===== src/rtl/core/clock_request_table_defines.svh =====
// ---------------------------------------------------------------------------
// Clock request table assertion macros
// Concurrent assertion helpers, empty when the code is built for synthesis.
// ---------------------------------------------------------------------------
`ifndef CLOCK_REQUEST_TABLE_DEFINES_SVH
`define CLOCK_REQUEST_TABLE_DEFINES_SVH
`ifndef SYNTHESIS
`define CRT_ASSERT(lbl, clk, rst_n, prop) \
  lbl: assert property (@(posedge clk) disable iff (!rst_n) (prop)) \
    else $error("clock request table assertion failed");
`define CRT_ASSERT_NR(lbl, clk, prop) \
  lbl: assert property (@(posedge clk) (prop)) \
    else $error("clock request table assertion failed");
`else
`define CRT_ASSERT(lbl, clk, rst_n, prop)
`define CRT_ASSERT_NR(lbl, clk, prop)
`endif
`endif


===== src/rtl/core/crt_pkg.sv =====
// ---------------------------------------------------------------------------
// Clock request table package
// Shared widths, codes, configuration defaults and beat types.
// ---------------------------------------------------------------------------
package crt_pkg;

  localparam int TABLE_DEPTH_DEF = 16;
  localparam int FREQ_W          = 10;
  localparam int TAG_W           = 4;
  localparam int NUM_TAGS        = 16;
  localparam int CFG_IDX_W       = 3;

  localparam logic [FREQ_W-1:0] FLOOR_CPU_RST = 10'd222;
  localparam logic [FREQ_W-1:0] FLOOR_BUS_RST = 10'd111;
  localparam logic [FREQ_W-1:0] HOT_CPU_RST   = 10'd266;
  localparam logic [FREQ_W-1:0] HOT_BUS_RST   = 10'd133;
  localparam logic [FREQ_W-1:0] MUSIC_CPU_RST = 10'd333;
  localparam logic [FREQ_W-1:0] MUSIC_BUS_RST = 10'd166;

  typedef enum logic [CFG_IDX_W-1:0] {
    CFG_FLOOR_CPU = 3'd0,
    CFG_FLOOR_BUS = 3'd1,
    CFG_HOT_CPU   = 3'd2,
    CFG_HOT_BUS   = 3'd3,
    CFG_MUSIC_CPU = 3'd4,
    CFG_MUSIC_BUS = 3'd5
  } crt_cfg_idx_e;

  typedef enum logic [1:0] {
    CMD_ENTER  = 2'd0,
    CMD_HOT    = 2'd1,
    CMD_LEAVE  = 2'd2,
    CMD_RECOMP = 2'd3
  } crt_cmd_e;

  typedef struct packed {
    logic [FREQ_W-1:0] floor_cpu;
    logic [FREQ_W-1:0] floor_bus;
    logic [FREQ_W-1:0] hot_cpu;
    logic [FREQ_W-1:0] hot_bus;
    logic [FREQ_W-1:0] music_cpu;
    logic [FREQ_W-1:0] music_bus;
  } crt_cfg_t;

  typedef struct packed {
    logic [TAG_W-1:0]  tag;
    logic [FREQ_W-1:0] cpu;
    logic [FREQ_W-1:0] bus;
  } crt_entry_t;

  typedef struct packed {
    crt_cmd_e          cmd;
    logic [FREQ_W-1:0] req_cpu;
    logic [FREQ_W-1:0] req_bus;
    logic [TAG_W-1:0]  leave_id;
    logic              music_playing;
  } crt_in_t;

  typedef struct packed {
    logic              status;
    logic [TAG_W-1:0]  new_id;
    logic [FREQ_W-1:0] cpu_out;
    logic [FREQ_W-1:0] bus_out;
    logic              clock_changed;
  } crt_out_t;

endpackage


===== src/rtl/core/crt_cfg.sv =====
// ---------------------------------------------------------------------------
// Clock request table configuration registers
// Floors and enter-hot presets, written through a plain write port.
// ---------------------------------------------------------------------------
module crt_cfg (
  input  logic                           clk_i,
  input  logic                           rst_ni,
  input  logic                           cfg_we_i,
  input  logic [crt_pkg::CFG_IDX_W-1:0]  cfg_idx_i,
  input  logic [crt_pkg::FREQ_W-1:0]     cfg_data_i,
  output crt_pkg::crt_cfg_t              cfg_o
);

  crt_pkg::crt_cfg_t cfg_q, cfg_d;

  always_comb begin
    cfg_d = cfg_q;
    if (cfg_we_i) begin
      unique case (cfg_idx_i)
        crt_pkg::CFG_FLOOR_CPU: cfg_d.floor_cpu = cfg_data_i;
        crt_pkg::CFG_FLOOR_BUS: cfg_d.floor_bus = cfg_data_i;
        crt_pkg::CFG_HOT_CPU:   cfg_d.hot_cpu   = cfg_data_i;
        crt_pkg::CFG_HOT_BUS:   cfg_d.hot_bus   = cfg_data_i;
        crt_pkg::CFG_MUSIC_CPU: cfg_d.music_cpu = cfg_data_i;
        crt_pkg::CFG_MUSIC_BUS: cfg_d.music_bus = cfg_data_i;
        default: ;
      endcase
    end
  end

  always_ff @(posedge clk_i or negedge rst_ni) begin
    if (!rst_ni) begin
      cfg_q.floor_cpu <= crt_pkg::FLOOR_CPU_RST;
      cfg_q.floor_bus <= crt_pkg::FLOOR_BUS_RST;
      cfg_q.hot_cpu   <= crt_pkg::HOT_CPU_RST;
      cfg_q.hot_bus   <= crt_pkg::HOT_BUS_RST;
      cfg_q.music_cpu <= crt_pkg::MUSIC_CPU_RST;
      cfg_q.music_bus <= crt_pkg::MUSIC_BUS_RST;
    end else begin
      cfg_q <= cfg_d;
    end
  end

  assign cfg_o = cfg_q;

endmodule


===== src/rtl/core/crt_mem.sv =====
// ---------------------------------------------------------------------------
// Clock request table entry store
// One write port and one read port with registered read data.
// ---------------------------------------------------------------------------
module crt_mem #(
  parameter int TABLE_DEPTH = crt_pkg::TABLE_DEPTH_DEF,
  parameter int IDX_W       = (TABLE_DEPTH > 1) ? $clog2(TABLE_DEPTH) : 1
) (
  input  logic                clk_i,
  input  logic                we_i,
  input  logic [IDX_W-1:0]    waddr_i,
  input  crt_pkg::crt_entry_t wdata_i,
  input  logic                re_i,
  input  logic [IDX_W-1:0]    raddr_i,
  output crt_pkg::crt_entry_t rdata_o
);

  crt_pkg::crt_entry_t mem_q [TABLE_DEPTH];
  crt_pkg::crt_entry_t rdata_q;

  always_ff @(posedge clk_i) begin
    if (we_i) begin
      mem_q[waddr_i] <= wdata_i;
    end
  end

  always_ff @(posedge clk_i) begin
    if (re_i) begin
      rdata_q <= mem_q[raddr_i];
    end
  end

  assign rdata_o = rdata_q;

endmodule


===== src/rtl/core/clock_request_table.sv =====
// ---------------------------------------------------------------------------
// Clock request table
// Ordered table of cpu/bus clock requests with id allocation, removal and
// selection of the winning pair, raised to the configured floors.
// ---------------------------------------------------------------------------
// An enter collects the used ids, appends the entry under the smallest free id
// and rescans for the winner; a leave looks up the id, shifts the entries behind
// it down if found and rescans; a recompute only rescans; an enter into a full
// table skips to the result. One command at a time: busy is high until the result beat.
// The result beat stands for one cycle on done_o; the receiver cannot stall it.
// Reset empties the table, zeroes the clocks and loads the default presets.
// ---------------------------------------------------------------------------
`include "clock_request_table_defines.svh"

module clock_request_table #(
  parameter int TABLE_DEPTH = crt_pkg::TABLE_DEPTH_DEF
) (
  input  logic                          clk_i,
  input  logic                          rst_ni,
  input  logic                          start,
  output logic                          busy,
  input  crt_pkg::crt_in_t              req_i,
  output logic                          done_o,
  output crt_pkg::crt_out_t             res_o,
  input  logic                          cfg_we_i,
  input  logic [crt_pkg::CFG_IDX_W-1:0] cfg_idx_i,
  input  logic [crt_pkg::FREQ_W-1:0]    cfg_data_i
);

  localparam int IDX_W  = (TABLE_DEPTH > 1) ? $clog2(TABLE_DEPTH) : 1;
  localparam int CNT_W  = $clog2(TABLE_DEPTH + 1);
  localparam int FREQ_W = crt_pkg::FREQ_W;
  localparam int TAG_W  = crt_pkg::TAG_W;
  localparam int NT     = crt_pkg::NUM_TAGS;
  localparam int SUM_W  = FREQ_W + 1;

  typedef enum logic [5:0] {
    S_IDLE  = 6'b000001,
    S_SCAN  = 6'b000010,
    S_FREE  = 6'b000100,
    S_SHRD  = 6'b001000,
    S_SHWR  = 6'b010000,
    S_APPLY = 6'b100000
  } state_e;

  typedef enum logic [1:0] {
    PH_USED = 2'd0,
    PH_FIND = 2'd1,
    PH_MAX  = 2'd2
  } phase_e;

  crt_pkg::crt_cfg_t cfg;

  crt_cfg u_cfg (
    .clk_i      (clk_i),
    .rst_ni     (rst_ni),
    .cfg_we_i   (cfg_we_i),
    .cfg_idx_i  (cfg_idx_i),
    .cfg_data_i (cfg_data_i),
    .cfg_o      (cfg)
  );

  logic                mem_we, mem_re;
  logic [IDX_W-1:0]    mem_waddr, mem_raddr;
  crt_pkg::crt_entry_t mem_wdata, mem_rdata;

  crt_mem #(
    .TABLE_DEPTH (TABLE_DEPTH),
    .IDX_W       (IDX_W)
  ) u_mem (
    .clk_i   (clk_i),
    .we_i    (mem_we),
    .waddr_i (mem_waddr),
    .wdata_i (mem_wdata),
    .re_i    (mem_re),
    .raddr_i (mem_raddr),
    .rdata_o (mem_rdata)
  );

  // control state
  state_e              state_q, state_d;
  logic [CNT_W-1:0]    count_q, count_d;
  logic [FREQ_W-1:0]   cur_cpu_q, cur_cpu_d, cur_bus_q, cur_bus_d;
  logic                done_q, done_d;
  logic                pv_q, pv_d;

  // per-command working registers
  phase_e              phase_q, phase_d;
  logic [FREQ_W-1:0]   rcpu_q, rcpu_d, rbus_q, rbus_d;
  logic [TAG_W-1:0]    lid_q, lid_d;
  logic [CNT_W-1:0]    ptr_q, ptr_d;
  logic [IDX_W-1:0]    pidx_q, pidx_d;
  logic [NT-1:0]       used_q, used_d;
  logic [TAG_W-1:0]    idc_q, idc_d;
  logic                found_q, found_d;
  logic [IDX_W-1:0]    fidx_q, fidx_d;
  logic                any_q, any_d;
  logic [SUM_W-1:0]    bsum_q, bsum_d;
  logic [FREQ_W-1:0]   bcpu_q, bcpu_d, bbus_q, bbus_d;
  logic                full_q, full_d;
  logic [TAG_W-1:0]    nid_q, nid_d;
  crt_pkg::crt_out_t   res_q, res_d;

  logic [SUM_W-1:0]    sum;
  logic [CNT_W-1:0]    jnext;
  logic [FREQ_W-1:0]   win_cpu, win_bus, new_cpu, new_bus;

  assign sum   = {1'b0, mem_rdata.cpu} + {1'b0, mem_rdata.bus};
  assign jnext = CNT_W'(fidx_q) + CNT_W'(1);

  // Winner is zeroed when every sum was zero, then lifted to the floors.
  assign win_cpu = (bsum_q != '0) ? bcpu_q : '0;
  assign win_bus = (bsum_q != '0) ? bbus_q : '0;
  assign new_cpu = (win_cpu < cfg.floor_cpu) ? cfg.floor_cpu : win_cpu;
  assign new_bus = (win_bus < cfg.floor_bus) ? cfg.floor_bus : win_bus;

  always_comb begin
    state_d   = state_q;
    count_d   = count_q;
    cur_cpu_d = cur_cpu_q;
    cur_bus_d = cur_bus_q;
    done_d    = 1'b0;
    pv_d      = pv_q;
    phase_d   = phase_q;
    rcpu_d    = rcpu_q;
    rbus_d    = rbus_q;
    lid_d     = lid_q;
    ptr_d     = ptr_q;
    pidx_d    = pidx_q;
    used_d    = used_q;
    idc_d     = idc_q;
    found_d   = found_q;
    fidx_d    = fidx_q;
    any_d     = any_q;
    bsum_d    = bsum_q;
    bcpu_d    = bcpu_q;
    bbus_d    = bbus_q;
    full_d    = full_q;
    nid_d     = nid_q;
    res_d     = res_q;
    mem_we    = 1'b0;
    mem_waddr = '0;
    mem_wdata = '0;
    mem_re    = 1'b0;
    mem_raddr = '0;

    unique case (state_q)
      S_IDLE: begin
        if (start) begin
          rcpu_d  = req_i.req_cpu;
          rbus_d  = req_i.req_bus;
          lid_d   = req_i.leave_id;
          nid_d   = '0;
          full_d  = 1'b0;
          ptr_d   = '0;
          pv_d    = 1'b0;
          used_d  = '0;
          found_d = 1'b0;
          any_d   = 1'b0;
          state_d = S_SCAN;
          if (req_i.cmd == crt_pkg::CMD_HOT) begin
            rcpu_d = req_i.music_playing ? cfg.music_cpu : cfg.hot_cpu;
            rbus_d = req_i.music_playing ? cfg.music_bus : cfg.hot_bus;
          end
          case (req_i.cmd) inside
            crt_pkg::CMD_ENTER, crt_pkg::CMD_HOT: begin
              phase_d = PH_USED;
              if (count_q == CNT_W'(TABLE_DEPTH)) begin
                full_d  = 1'b1;
                state_d = S_APPLY;
              end
            end
            crt_pkg::CMD_LEAVE: phase_d = PH_FIND;
            default:            phase_d = PH_MAX;
          endcase
        end
      end

      S_SCAN: begin
        // Reads are pipelined: the beat read last cycle is folded in now.
        if (pv_q) begin
          case (phase_q)
            PH_USED: used_d = used_q | ({{(NT-1){1'b0}}, 1'b1} << mem_rdata.tag);
            PH_FIND: begin
              if (!found_q && mem_rdata.tag == lid_q) begin
                found_d = 1'b1;
                fidx_d  = pidx_q;
              end
            end
            PH_MAX: begin
              if (!any_q || sum > bsum_q) begin
                any_d  = 1'b1;
                bsum_d = sum;
                bcpu_d = mem_rdata.cpu;
                bbus_d = mem_rdata.bus;
              end
            end
            default: ;
          endcase
        end
        if (ptr_q < count_q) begin
          mem_re    = 1'b1;
          mem_raddr = ptr_q[IDX_W-1:0];
          pidx_d    = ptr_q[IDX_W-1:0];
          ptr_d     = ptr_q + CNT_W'(1);
          pv_d      = 1'b1;
        end else begin
          pv_d = 1'b0;
          if (!pv_q) begin
            case (phase_q)
              PH_USED: begin
                idc_d   = '0;
                state_d = S_FREE;
              end
              PH_FIND: begin
                if (found_q) begin
                  state_d = S_SHRD;
                end else begin
                  phase_d = PH_MAX;
                  ptr_d   = '0;
                  any_d   = 1'b0;
                end
              end
              default: state_d = S_APPLY;
            endcase
          end
        end
      end

      S_FREE: begin
        if (!used_q[idc_q]) begin
          mem_we        = 1'b1;
          mem_waddr     = count_q[IDX_W-1:0];
          mem_wdata.tag = idc_q;
          mem_wdata.cpu = rcpu_q;
          mem_wdata.bus = rbus_q;
          count_d       = count_q + CNT_W'(1);
          nid_d         = idc_q;
          phase_d       = PH_MAX;
          ptr_d         = '0;
          any_d         = 1'b0;
          state_d       = S_SCAN;
        end else if (idc_q == TAG_W'(NT - 1)) begin
          // Every id is taken: treated as a full table.
          full_d  = 1'b1;
          state_d = S_APPLY;
        end else begin
          idc_d = idc_q + TAG_W'(1);
        end
      end

      S_SHRD: begin
        if (jnext < count_q) begin
          mem_re    = 1'b1;
          mem_raddr = jnext[IDX_W-1:0];
          state_d   = S_SHWR;
        end else begin
          count_d = count_q - CNT_W'(1);
          phase_d = PH_MAX;
          ptr_d   = '0;
          any_d   = 1'b0;
          state_d = S_SCAN;
        end
      end

      S_SHWR: begin
        mem_we    = 1'b1;
        mem_waddr = fidx_q;
        mem_wdata = mem_rdata;
        fidx_d    = jnext[IDX_W-1:0];
        state_d   = S_SHRD;
      end

      S_APPLY: begin
        res_d.status        = full_q;
        res_d.new_id        = nid_q;
        res_d.clock_changed = 1'b0;
        if (!full_q && count_q != '0 &&
            (new_cpu != cur_cpu_q || new_bus != cur_bus_q)) begin
          cur_cpu_d           = new_cpu;
          cur_bus_d           = new_bus;
          res_d.clock_changed = 1'b1;
        end
        res_d.cpu_out = cur_cpu_d;
        res_d.bus_out = cur_bus_d;
        done_d        = 1'b1;
        state_d       = S_IDLE;
      end

      default: state_d = S_IDLE;
    endcase
  end

  always_ff @(posedge clk_i or negedge rst_ni) begin
    if (!rst_ni) begin
      state_q   <= S_IDLE;
      count_q   <= '0;
      cur_cpu_q <= '0;
      cur_bus_q <= '0;
      done_q    <= 1'b0;
      pv_q      <= 1'b0;
    end else begin
      state_q   <= state_d;
      count_q   <= count_d;
      cur_cpu_q <= cur_cpu_d;
      cur_bus_q <= cur_bus_d;
      done_q    <= done_d;
      pv_q      <= pv_d;
    end
  end

  always_ff @(posedge clk_i) begin
    phase_q <= phase_d;
    rcpu_q  <= rcpu_d;
    rbus_q  <= rbus_d;
    lid_q   <= lid_d;
    ptr_q   <= ptr_d;
    pidx_q  <= pidx_d;
    used_q  <= used_d;
    idc_q   <= idc_d;
    found_q <= found_d;
    fidx_q  <= fidx_d;
    any_q   <= any_d;
    bsum_q  <= bsum_d;
    bcpu_q  <= bcpu_d;
    bbus_q  <= bbus_d;
    full_q  <= full_d;
    nid_q   <= nid_d;
    res_q   <= res_d;
  end

  assign busy   = (state_q != S_IDLE);
  assign done_o = done_q;
  assign res_o  = res_q;

  `CRT_ASSERT(a_done_idle, clk_i, rst_ni, done_o |-> !busy)
  `CRT_ASSERT(a_count_range, clk_i, rst_ni, count_q <= CNT_W'(TABLE_DEPTH))
  `CRT_ASSERT(a_start_busy, clk_i, rst_ni, (start && !busy) |=> (busy && !done_o))
  `CRT_ASSERT_NR(a_reset_quiet, clk_i, (!rst_ni) |=> (!done_o && !busy))

endmodule


===== config.mk =====
export PLATFORM = sky130hd
export DESIGN_NAME = clock_request_table
export DESIGN_NICKNAME = d
export VERILOG_FILES = /design/src/rtl/core/crt_pkg.sv /design/src/rtl/core/crt_cfg.sv /design/src/rtl/core/crt_mem.sv /design/src/rtl/core/clock_request_table.sv
export VERILOG_INCLUDE_DIRS = /design/src /design/src/rtl/core
export SDC_FILE = /design/constraint.sdc
export NUM_CORES = 1
export LEC_CHECK = 0
export BUFFER_PORTS_ARGS = -buffer_cell sky130_fd_sc_hd__buf_2
export CORE_MARGIN = 5
export CORE_UTILIZATION = 60
export DETAILED_ROUTE_END_ITERATION = 7
export PLACE_DENSITY = 0.79
export REMOVE_ABC_BUFFERS = 1
export SETUP_SLACK_MARGIN = 0.3
export SLEW_MARGIN = 20
export SYNTH_ARGS = -nofsm -noshare
export SYNTH_HDL_FRONTEND = slang
export SYNTH_SLANG_ARGS = --single-unit

===== constraint.sdc =====
create_clock -name clk_i -period 10.2 [get_ports clk_i]
set_clock_uncertainty 0.05 [all_clocks]
set_input_delay 0.51 -clock clk_i [delete_from_list [all_inputs] [get_ports clk_i]]
set_output_delay 0.51 -clock clk_i [all_outputs]
set_load 0.05 [all_outputs]

; ---- After elaboration in Yosys (flattened, before gate mapping)
; Memories as Yosys holds them, arrays and structs flattened. A register that Yosys moved wholly into a read port is not among the register bits.
; Cells that the tools add are included.
[totals]
reg_bits = 216
ramBits = 384
output_inout_bits = 28
word_cells = 227
mem_count = 1
[mem_list]
columns = name, words, width, read_ports, rd_clocked_by_memory_dff, write_ports, line
row1 = u_mem.mem_q, 16, 24, 1, 1, 1, crt_mem.sv:18  ; crt_pkg::crt_entry_t mem_q [TABLE_DEPTH];
[classes]
add_sub_neg = 6
order_cmp = 6
n_eq_ne = 39
n_shift = 1
mux = 99
bitwise = 1
reduce_logical = 41
[op_table]
columns = op, count
row1 = $mux 10, 10
row2 = $mux 4, 13
row3 = $mux 5, 10
row4 = $mux 16, 3
row5 = $mux 6, 8
row6 = $pmux 24 s2, 1
row7 = $pmux 4 s2, 5
row8 = $pmux 16 s2, 1
row9 = $pmux 6 s5, 1
row10 = $mux 1, 26
row11 = $mux 24, 1
row12 = $ne 2x2->1 const B, 12
row13 = $lt 10x10->1, 2
row14 = $ne 10x10->1, 2
row15 = $pmux 5 s4, 1
row16 = $reduce_and 4->1, 5
row17 = $mux 2, 9
row18 = $reduce_and 2->1, 9
row19 = $or 16x16->16, 1
row20 = $shl 1x4->16 const A, 1
row21 = $ne 3x3->1 const B, 5
row22 = $pmux 6 s2, 1
row23 = $add 10x10->11, 1
row24 = $gt 11x11->1, 1
row25 = 42 further kinds, 64

; ---- Logic depth before layout (Yosys ltp)
; Gate-level depths: netlist of the first run.
[depth]
ltp_word = 11
ltp_mapped = 19
depth_no_buf = 18

; ---- Hierarchy
; Synthesis of the first run repeated with hierarchy kept, for this count alone.
[unflattened]
hier_cells = 1617
area_unflattened_um2 = 26870.8
[by_module_without_submodules]
columns = module, instances, cells_each, area_each_um2
row1 = crt_mem, 1, 636, 15170.8
row2 = clock_request_table, 1, 849, 9381.5
row3 = crt_cfg, 1, 132, 2318.5

; ---- Worst setup path after synthesis of the first run
; No wires, ideal clock.
[synth_path]
kind = register -> register
from = register bsum_q[4]
to = register res_q, in the netlist res_o[12], data pin
t_arrival_ns = 4.563
t_required_ns = 9.890
path_slack_ns = 5.327
stages_incl_launch_ff = 19
path_buffers = 4
period_less_slack_ns = 4.873
path_cell_list = edfxtp_1 or4_4 or3_4 buf_6 clkbuf_1 nand2_1 inv_1 ha_1 a211oi_1 nor2_1 a211o_1 or2_0 clkbuf_1 mux2i_1 or4_4 nor4_4 a21oi_2 buf_6 mux2_4
[synth_between]
elab_chain_len = 8
elab_cells_between_ends = 12
classes_between = 2 x order compare / 2 x eq/ne / 5 x mux / 3 x reduce/logical
[synth_lines]
columns = element, line
row1 = start: declaration, clock_request_table.sv:98  ; logic [SUM_W-1:0] bsum_q, bsum_d;
row2 = start signal: assignment, clock_request_table.sv:324  ; bsum_q <= bsum_d;
row3 = $reduce_bool 11->1 (*), "clock_request_table.sv:112, clock_request_table.sv:113"
row4 = "$mux 10, on equally long branches", "clock_request_table.sv:112, clock_request_table.sv:113"
row5 = "$lt 10x10->1, on equally long branches", "clock_request_table.sv:114, clock_request_table.sv:115"
row6 = "$mux 10, on equally long branches", "clock_request_table.sv:114, clock_request_table.sv:115"
row7 = $ne 10x10->1, clock_request_table.sv:279  ; (new_cpu != cur_cpu_q || new_bus != cur_bus_q)) begin
row8 = $logic_or 1x1->1, clock_request_table.sv:279
row9 = $logic_and 1x1->1, clock_request_table.sv:278  ; if (!full_q && count_q != '0 &&
row10 = $mux 10 (*), clock_request_table.sv:278
row11 = end signal: assignment, clock_request_table.sv:329  ; res_q <= res_d;
row12 = end: declaration, clock_request_table.sv:102  ; crt_pkg::crt_out_t res_q, res_d;
; Mark *: on every way between the ends. The rest lies on a longest branch, timed or not.
; A chain may end at the register's enable or synchronous reset.

; ---- Final worst setup path of the first run
[layout_path]
from = register bsum_q[4]
to = register cur_bus_q[2]
[layout_between]
elab_chain_len = 8
elab_cells_between_ends = 12
classes_between = 2 x order compare / 2 x eq/ne / 5 x mux / 3 x reduce/logical
[layout_lines]
columns = element, line
row1 = $reduce_bool 11->1 (*), "clock_request_table.sv:112, clock_request_table.sv:113"
row2 = "$mux 10, on equally long branches", "clock_request_table.sv:112, clock_request_table.sv:113"
row3 = "$lt 10x10->1, on equally long branches", "clock_request_table.sv:114, clock_request_table.sv:115"
row4 = "$mux 10, on equally long branches", "clock_request_table.sv:114, clock_request_table.sv:115"
row5 = $ne 10x10->1, clock_request_table.sv:279
row6 = $logic_or 1x1->1, clock_request_table.sv:279
row7 = $logic_and 1x1->1, clock_request_table.sv:278
row8 = $mux 10 (*), clock_request_table.sv:278
row9 = end signal: assignment, clock_request_table.sv:306  ; cur_bus_q <= cur_bus_d;
row10 = end: declaration, clock_request_table.sv:83  ; logic [FREQ_W-1:0] cur_cpu_q, cur_cpu_d, cur_bus_q, cur_bus_d;
; Marks and branches as above.

==> results of run 1 <==
## synth_stat cells (7+ instances only)
cell type | number | area [um^2]
ha_1 | 53 | 663
dfrtp_1 | 65 | 1630
xor2_1 | 8 | 70.1
nand2_1 | 190 | 713
xnor2_1 | 22 | 193
o22ai_1 | 7 | 43.8
nor2b_1 | 8 | 50.1
mux2_4 | 23 | 345
nor4_1 | 7 | 43.8
and2_1 | 16 | 100
o2111ai_1 | 25 | 219
buf_1 | 12 | 45.0
nor3_1 | 14 | 70.1
a22o_1 | 25 | 219
o211ai_1 | 74 | 556
mux2_2 | 146 | 1640
a21oi_1 | 68 | 340
nand2b_1 | 10 | 62.6
a21o_1 | 13 | 97.6
nand3_1 | 14 | 70.1
dfstp_2 | 28 | 736
edfxtp_1 | 531 | 15900
inv_1 | 78 | 293
o21a_1 | 10 | 75.1
nand3b_1 | 7 | 52.6
mux2i_1 | 127 | 1270
clkbuf_1 | 73 | 274
nor2_1 | 89 | 334
a31oi_1 | 12 | 75.1
o21ai_0 | 89 | 445
## kinds of logic after synthesis
| kind of cell | Yosys count | share of synthesized area |
|---|---|---|
| flip-flops | 624 | 0.665 |
| AND/OR/NAND/NOR | 389 | 0.0641 |
| AO/OA/AOI/OAI | 371 | 0.0901 |
| multiplexers | 300 | 0.122 |
| buffers and inverters | 167 | 0.0239 |
| adder cells (fa/ha/maj) | 55 | 0.0255 |
| XOR/XNOR | 30 | 0.00954 |
## worst min-delay path, cell delays in order
cell	delay [ns]
buf_2	0.08
nand2_1	0.04
o21ai_0	0.06
## worst min path at each step
stage | depth (start not counted) | to
final | 3 | rbus_q[8]$_DFFE_PP_
after global routing | 3 | rcpu_q[3]$_DFFE_PP_
after CTS | 3 | u_cfg.cfg_o[43]$_DFFE_PN1P_
after detailed placement | 0 | res_o[21]$_DFFE_PP_
after global placement | 0 | res_o[23]$_DFFE_PP_
after floorplan | 0 | count_q[0]$_DFFE_PN0P_
## what timing repair did
item | CTS | global route
hold endpoints to repair | 25 | 0
hold buffers | 5 | 0
endpoints found under the setup margin | 0 | 0
gates resized for setup | 0 | 0
buffers inserted | 0 | 0
## flip-flops by register name, indices dropped and copies added, names as in the netlist, 11 cells and up
signal and cells:
u_mem.mem_q 384, u_cfg.cfg_o 60, res_o 26, u_mem.rdata_o 24, used_q 16, bsum_q 11
## metrics by stage
step | power [W] | TNS [ns]
floorplan | 0.00418 | -125.97
global placement | 0.00445 | 0
detailed placement | 0.00450 | 0
CTS | 0.00676 | 0
global route | 0.00702 | 0
finish | 0.00674 | 0
## power groups by stage
| stage | Combinational [W] | Clock, W | Sequential [W] |
|---|---|---|---|
| 2_1_floorplan | 0.000949 | 0 | 0.00323 |
| 3_3_place_gp | 0.00116 | 0 | 0.00329 |
| 3_5_place_dp | 0.00120 | 0 | 0.00330 |
| 4_1_cts | 0.00121 | 0.00230 | 0.00325 |
| 5_1_grt | 0.00133 | 0.00242 | 0.00327 |
| 6_report | 0.00122 | 0.00227 | 0.00325 |
## metal layers
metal	share of wire	global-route usage	vias to the layer above
met1	0.40	0.363	8417
met4	0.035	0.0898	0
met3	0.078	0.0406	134
met2	0.49	0.425	785
li1	-	-	7526
met5	0	0	-
## area by class of cell
cell class	instances	area, um^2	share of cell area
clock buffers	65	1500	0.0487
clock inverters	47	519	0.0169
inverters	78	293	0.00951
multi-input cells	1145	8690	0.282
flip-flops and latches	624	18300	0.595
well taps	600	751	0.0244
repair buffers	115	713	0.0232
==> flow_summary.ini, run 1 <==
[run]
maxCapViolCount = 0

[cts]
clock_sinks = 624
numCtsBuffers = 59
clk_latency_ns = 0.63
cts.path.max_buffers = 3
htree_levels = 2
cts-root-buf = clkbuf_16
cts_tree = yes
clk_pin_slew_worst_paths_ns = 0.06

[pwr]
power_leakage_nw = 12.5
vdd_drop_max_mv = 0.153
intPower_w = 0.00486
p_comb_frac = 0.180
power_density_mw_per_mm2 = 219
p_sw_frac = 0.278
power_switching_w = 0.00187
p_seq_frac = 0.483
clkPwrFrac = 0.337

[hold_path]
hold_class = in2reg
hp-start = req_i[13]

[placed_design]
hpwl_mm = 39.4
portBuffers = 71
post-place-ws_ns = 4.48
placed_cell_area_mm2 = 0.0287
gp_congestion = 0.939
placed_cells = 2557

[die]
core-area_mm2 = 0.0454
die_h_um = 224
die_w_um = 224
io_pins = 72
initial_utilization = 0.607
die-area_mm2 = 0.0503
rows = 78

[timing]
slew_viol_final = 0
fin_crit_ns = 5.81
slew_headroom = 0.238
grt_setup_unrepaired = no
hold_viol = 0
tightest_slew_ns = 1.14
finalCritPeriodShare = 0.570
whs_ns = 0.114
max_freq_mhz = 172
finalWorstSetupSlack_ns = 4.39
setup_violations = 0

[worst_setup_path]
path_cells = or4_4, nor3_1, nor2_1, ha_1, nand4_1, nor2_1, a211o_1, or2_0, buf_4, o21ai_0, o221ai_1, nor4_1, a211oi_4, buf_4, mux2_4
critPathLaunch = bsum_q[4]$_DFFE_PP_
path_depth = 15
cp-start-kind = flip-flop
worstReg2RegStart = bsum_q[4]$_DFFE_PP_
r2r-end = cur_bus_q[2]$_DFFE_PN0P_
cp_max_fo = 13
endpoint = cur_bus_q[2]$_DFFE_PN0P_
crit_buf_inv = 2
required_ns = 10.66
crit_family = simple AND/OR/NAND/NOR gates
reg2reg_slack_ns = 4.39
path_class = reg2reg
reg2reg_depth = 15
critPathSlowestCell = nor3_1
cp.arrival_ns = 6.27
cp_slowest_stage_delay_ns = 0.69
cp-end-kind = flip-flop

[drt]
ant_nets = 0
wirelength_mm = 66.2
drtIter0Drc = 1765
drc = 0
vias = 16900
viasPerCell = 6.31
drt-pass1-iter-count = 7
wl_per_cell_um = 24.8

[logic_synthesis]
ys_async_sr_fraction = 0.149
synthFlopType = edfxtp_1
netlist_area_mm2 = 0.0275
synth.ff_latch_count = 624
syn_avg_cell_area_um2 = 14.2
synth-edff-count = 531
yosysSeqAreaShare = 0.665
ys_types = 75
ys_warn_count = 0
syn_inst = 1936

[layout]
synthToLayoutAreaGrowth_pct = 11.8
layout.nets = 2122
fin_util = 0.678
drive_gt1_frac = 0.211
n_fill_cell = 3048
fin_cells = 2674
final_common_cell = edfxtp_1
final_cell_mix = edfxtp_1, nand2_1, mux2_2
finalInstanceArea_mm2 = 0.0308
n_antenna_cell = 0

[global_routing]
grt_pass1_wl_mm = 99.8
antenna_found_initial = 0
gr-total-overflow = 0
grt_pass1_vias = 16500
grt_use_total = 0.260
grt_max_degree = 169

[status]
status = completed
(Power assumes the default switching activity.)
==> run 2, diff against run 1 <==
--- a/config.mk
+++ b/config.mk
@@ -6,6 +6,7 @@
 export SDC_FILE = /design/constraint.sdc
 export NUM_CORES = 1
 export LEC_CHECK = 0
+export ABC_AREA = 1
 export BUFFER_PORTS_ARGS = -buffer_cell sky130_fd_sc_hd__buf_2
 export CORE_MARGIN = 5
 export CORE_UTILIZATION = 60
==> constraint.sdc (replaced) <==
create_clock -name clk_i -period 5.5 [get_ports clk_i]
set_clock_uncertainty 0.05 [all_clocks]
set_input_delay 0.275 -clock clk_i [delete_from_list [all_inputs] [get_ports clk_i]]
set_output_delay 0.275 -clock clk_i [all_outputs]
set_load 0.05 [all_outputs]
==> run 2 against run 1 <==
Count of clock-buffer cells in the layout is 19 higher; die area is 0.33% higher; sequential power is 83% higher; synthesized area is 0.35% higher; sequential share of layout area hardly changed; total power is 82% higher; core utilization is 0.16 points lower; global-route usage is 0.24 points lower; largest cell class unchanged.
==> flow_summary.ini, run 2 <==
[pwr]
p_comb_frac = 0.190
vdd_drop_max_mv = 0.294
power_leakage_nw = 10.9
p_seq_frac = 0.485
clkPwrFrac = 0.325
power_switching_w = 0.00356
power_density_mw_per_mm2 = 399
p_sw_frac = 0.290
intPower_w = 0.00870

[worst_setup_path]
path_cells = or2_1, nor2_1, nand2_1, inv_2, nor2_1, ha_1, nand2_1, inv_1, nand3_1, nor3_1, nand2_4, nand2_2, o21ai_0, nand3_1, nand2_1, nor2_1, nand3_1, nor2_1, nand2_2, nand2_4, nand2_1, and2_1
crit_family = simple AND/OR/NAND/NOR gates
cp_slowest_stage_delay_ns = 0.41
cp_max_fo = 21
critPathSlowestCell = edfxtp_1
path_class = reg2reg
cp.arrival_ns = 4.67
required_ns = 5.83
cp-end-kind = flip-flop
crit_buf_inv = 2
cp-start-kind = flip-flop

[logic_synthesis]
synth_most_common_cell = edfxtp_1
ys_async_sr_fraction = 0.149
netlist_area_mm2 = 0.0276
yosysTopAreaCellShare = 0.577
syn_inst = 2405
yosys.area.top_type = edfxtp_1
ys_types = 55
syn_avg_cell_area_um2 = 11.5
ys_warn_count = 0
ys_top_cells_by_area = edfxtp_1, dfrtp_1, o21ai_0
yosysSeqAreaShare = 0.663
synthFlopType = edfxtp_1
synth-edff-count = 531
netlist_top_cells_count = edfxtp_1, nand2_1, o21ai_0
synth.ff_latch_count = 624

[timing]
max_freq_mhz = 230
setup_violations = 0
finalWorstSetupSlack_ns = 1.16
slew_headroom = 0.324
grt_setup_unrepaired = no
tightest_slew_ns = 1.01
slew_viol_final = 0
hold_viol = 0
whs_ns = 0.0326
finalCritPeriodShare = 0.790
fin_crit_ns = 4.34

[drt]
drtIter0Drc = 2325
drt-pass1-iter-count = 5
viasPerCell = 6.10
wl_per_cell_um = 21.1
drc = 0
vias = 19000
ant_nets = 0
wirelength_mm = 65.8

[cts]
post_cts_buffers = 0
cts-root-buf = clkbuf_16
cts_tree = yes
clk_latency_ns = 0.63
clock_sinks = 624
numCtsBuffers = 61
cts.path.max_buffers = 3
postCtsResizedCells = 0
clk_pin_slew_worst_paths_ns = 0.06
htree_levels = 2

[hold_path]
hold_class = in2reg

[die]
rows = 78
die_h_um = 225
io_pins = 72
die-area_mm2 = 0.0504
die_w_um = 225
core-area_mm2 = 0.0455
initial_utilization = 0.607

[placed_design]
hpwl_mm = 40.4
post-place-ws_ns = 1.17
portBuffers = 71
gp_congestion = 0.916

[global_routing]
antenna_found_initial = 0
grt_max_degree = 95
gr-total-overflow = 0
grt_use_total = 0.258
grt_pass1_vias = 18500
grt_pass1_wl_mm = 102

[layout]
regMostFlops = u_mem.mem_q
final_common_cell = edfxtp_1
n_antenna_cell = 0
largest_register_ffs = 384
drive_gt1_frac = 0.158
fin_util = 0.677
layout.nets = 2575
n_fill_cell = 3193
synthToLayoutAreaGrowth_pct = 11.4
final_cell_mix = edfxtp_1, nand2_1, o21ai_0

[run]
maxCapViolCount = 0

[status]
status = completed
## run 2: cell types whose count changed in the layout (fill, tap and decap cells not counted), sizes merged, moves of 23 or more
cell | before | now
inv | 78 | 177
mux2 | 169 | 0
mux2i | 127 | 0
nand2 | 190 | 346
nand3 | 14 | 166
nor2 | 89 | 221
o2111ai | 25 | 2
o211ai | 74 | 8
o21ai | 90 | 282
o221ai | 2 | 89
or2 | 2 | 100
## run 2: cell type report
type / instances / area (um^2) / share of cell area
Tap cell: 600 / 751 / 0.0244
Timing Repair Buffer: 139 / 986 / 0.0320
Multi-Input combinational cell: 1472 / 8130 / 0.264
Clock inverter: 27 / 215 / 0.00699
Sequential cell: 624 / 18300 / 0.595
Inverter: 178 / 671 / 0.0218
Clock buffer: 84 / 1710 / 0.0555
## run 2: path summary, 6_finish.rpt
check                      cells after the start  slack, ns                     endpoint              startpoint
max                                           22       1.16          res_o[20]$_DFFE_PP_     bsum_q[0]$_DFFE_PP_
min                                            3       0.03          rbus_q[8]$_DFFE_PP_               req_i[13]
max reg2reg                                   22       1.16          res_o[20]$_DFFE_PP_     bsum_q[0]$_DFFE_PP_
min reg2reg                                    0       0.37          res_o[24]$_DFFE_PP_  nid_q[3]$_SDFFCE_PN0P_
max in group asynchronous                      3       4.12  u_cfg.cfg_o[14]$_DFFE_PN0P_                  rst_ni
min in group asynchronous                      2       0.04       state_q[1]$_DFFE_PN0P_                  rst_ni
## run 2: logic make-up (layout without fill, tap and decap cells)
| group | count (synthesis) | count (layout) | synth area share |
|---|---|---|---|
| adders and majority gates | 55 | 55 | 0.0255 |
| and+or+nand+nor | 889 | 889 | 0.147 |
| xor gates and xnor gates | 17 | 17 | 0.00539 |
| buffers and inverters | 309 | 428 | 0.0459 |
| AOI/OAI and AO/OA | 511 | 511 | 0.113 |
| DFF | 624 | 624 | 0.663 |
## run 2: power groups by stage
| stage | registers (W) | logic, W | clock network (W) |
|---|---|---|---|
| after global placement | 0.00602 | 0.00218 | 0 |
| after floorplan | 0.00595 | 0.00163 | 0 |
| after global routing | 0.00599 | 0.00262 | 0.00425 |
| after detailed placement | 0.00603 | 0.00227 | 0 |
| final | 0.00595 | 0.00233 | 0.00398 |
| after CTS | 0.00594 | 0.00231 | 0.00404 |
## run 2: stage by stage
step	power (W)	area, um^2	instances	setup TNS (ns)
5_1_grt	0.0129	30800	3124	0
3_3_place_gp	0.00821	28600	2991	0
2_1_floorplan	0.00758	27000	2274	-14.21
4_1_cts	0.0123	30800	3124	0
3_5_place_dp	0.00830	28600	2991	0
6_report	0.0123	30800	3124	0
## run 2: worst reg2reg max path, delay by kind of cell, from the launching register on
| kind | cells | cell delay (ns) |
|---|---|---|
| AND/OR/NAND/NOR | 18 | 2.76 |
| buffers and inverters | 2 | 0.42 |
| AO/OA/AOI/OAI | 1 | 0.19 |
| flip-flops | 1 | 0.41 |
| adder cells (fa/ha/maj) | 1 | 0.28 |
## run 2: layer usage
layer / up-vias / GRT usage / wire, um
li1: 8743 / - / -
met1: 9215 / 0.357 / 26200
met2: 947 / 0.428 / 31900
met3: 136 / 0.0359 / 5600
met4: 0 / 0.0872 / 2060
met5: - / 0 / 0
## run 2: repair_timing
action / 4_1_cts / 5_1_grt
setup endpoints to repair: 0 / 0
hold buffers: 22 / 0
hold endpoints to repair: 47 / 0
==> run 3, diff against run 2 <==
==> constraint.sdc (replaced) <==
create_clock -name clk_i -period 4.5 [get_ports clk_i]
set_clock_uncertainty 0.05 [all_clocks]
set_input_delay 0.225 -clock clk_i [delete_from_list [all_inputs] [get_ports clk_i]]
set_output_delay 0.225 -clock clk_i [all_outputs]
set_load 0.05 [all_outputs]
==> run 3 against run 2 <==
Count of clock-buffer cells in the layout shrank 7; critical path depth is 2 higher; non-clock buffer count up 26; sequential power up 23%; final cell count rose by 0.70%; critical path type unchanged; critical endpoint unchanged.
==> flow_summary.ini, run 3 (synthesis results as in run 2) <==
[status]
status = completed

[layout]
drive_gt1_frac = 0.163
final_common_cell = edfxtp_1
layout.nets = 2599
ff_latch_area_mm2 = 0.0183
largest_register_ffs = 384
final_cell_mix = edfxtp_1, nand2_1, o21ai_0
fin_util = 0.683
n_antenna_cell = 0
synthToLayoutAreaGrowth_pct = 12.4
n_fill_cell = 3159
fin_cells = 3146
regMostFlops = u_mem.mem_q
multiInputGateArea_mm2 = 0.00816

[global_routing]
gr-total-overflow = 0
grt_pass1_wl_mm = 105
grt_max_degree = 171
grt_pass1_vias = 18800
grt_use_total = 0.263
antenna_found_initial = 0

[pwr]
vdd_drop_max_mv = 0.415
power_leakage_nw = 11.0
power_density_mw_per_mm2 = 488

[worst_setup_path]
path_class = reg2reg
required_ns = 4.81
reg2reg_depth = 24
reg2reg_slack_ns = 0.66
cp-start-kind = flip-flop
cp_max_fo = 21
cp.arrival_ns = 4.14
cp-end-kind = flip-flop

[die]
die_h_um = 225
io_pins = 72
die-area_mm2 = 0.0504
die_w_um = 225
rows = 78
core-area_mm2 = 0.0455
initial_utilization = 0.607

[drt]
drt-pass1-iter-count = 6
wirelength_mm = 66.8
ant_nets = 0
drtIter0Drc = 2225
viasPerCell = 6.12
vias = 19300
drc = 0
wl_per_cell_um = 21.2

[timing]
tightest_slew_ns = 0.880
hold_viol = 0
setup_violations = 0
slew_viol_final = 0
max_freq_mhz = 261
grt_setup_unrepaired = yes
slew_headroom = 0.406
fin_crit_ns = 3.84
finalCritPeriodShare = 0.853

[placed_design]
placed_cells = 3008
gp_congestion = 0.915
hpwl_mm = 41.5
portBuffers = 71

[cts]
htree_levels = 2
clk_latency_ns = 0.61
numCtsBuffers = 59
cts_tree = yes
clock_sinks = 624
cts.path.max_buffers = 3
clk_pin_slew_worst_paths_ns = 0.06
cts-root-buf = clkbuf_16

[hold_path]
hold_class = in2reg
hold_depth = 3

[run]
maxCapViolCount = 0
[run 3: changes by cell type in the layout (fill, tap and decap cells not counted), sizes merged]
| cell | before | now |
|---|---|---|
| buf | 117 | 134 |
| bufinv | 2 | 7 |
| clkbuf | 84 | 77 |
| clkinv | 24 | 21 |
| dlygate4sd3 | 22 | 31 |
| inv | 177 | 178 |
[run 3: path summary, 6_finish.rpt]
kind	startpoint	end
max	bsum_q[4]$_DFFE_PP_	res_o[20]$_DFFE_PP_
min	cfg_data_i[4]	u_cfg.cfg_o[4]$_DFFE_PN0P_
max reg2reg	bsum_q[4]$_DFFE_PP_	res_o[20]$_DFFE_PP_
min reg2reg	nid_q[2]$_SDFFCE_PN0P_	res_o[23]$_DFFE_PP_
max in group asynchronous	rst_ni	u_cfg.cfg_o[1]$_DFFE_PN1P_
min in group asynchronous	rst_ni	state_q[4]$_DFFE_PN0P_
[run 3: stage by stage]
stage / TNS, ns / cell area, um^2 / hold WS, ns / total power (W) / setup WS (ns)
final: 0 / 31000 / 0.0223 / 0.0152 / 0.664
after global routing: 0 / 31000 / 0.0144 / 0.0158 / 0.261
after CTS: 0 / 31000 / 0.0000202 / 0.0152 / 0.468
after detailed placement: 0 / 28800 / 0.323 / 0.0102 / 0.487
after global placement: 0 / 28800 / 0.303 / 0.0100 / 0.588
after floorplan: -72.97 / 27000 / -0.121 / 0.00926 / -1.63
[run 3: where the power goes]
group,switching (W),leakage (nW),internal (W),total (W)
sequential,0.000354,5.56,0.00693,0.00729
combinational,0.00193,4.53,0.000976,0.00291
clock,0.00207,0.941,0.00289,0.00496
[run 3: final cells by class]
class / count / area share
clock buffers: 77 / 0.0514
multi-input cells: 1472 / 0.263
repair buffers: 165 / 0.0397
inverters: 178 / 0.0216
flip-flops and latches: 624 / 0.590
clock inverters: 30 / 0.0106
well taps: 600 / 0.0242
[run 3: what timing repair did]
action / in CTS / in global routing
setup buffers: 0 / 0
gates resized for setup: 0 / 6
endpoints found under the setup margin: 0 / 41
endpoints found under the hold margin: 90 / 0
hold buffers: 31 / 0
[run 3: worst max-delay path: stages (launching register included)]
cell	delay, ns
edfxtp_1	0.39
nor2_1	0.15
nand2_1	0.09
nor2_1	0.09
nand2_1	0.12
buf_4	0.20
nand2_1	0.09
inv_1	0.06
ha_1	0.29
nand2_1	0.07
or2_2	0.29
a21oi_1	0.16
nor2_2	0.07
buf_4	0.20
nand3b_1	0.14
nand3_1	0.08
nand2_1	0.06
inv_1	0.03
nor2_1	0.12
nand2_1	0.10
nor2_1	0.13
nand2_2	0.12
nand2_8	0.21
nand2_1	0.10
and2_1	0.15
[run 3: metal layers]
metal  vias to the layer above  track usage  wire length [um]
li1                       8778            -                 -
met1                      9335        0.351             26100
met2                       972        0.448             32900
met3                       169       0.0388              5490
met4                         0       0.0904              2270
met5                         -            0                 0
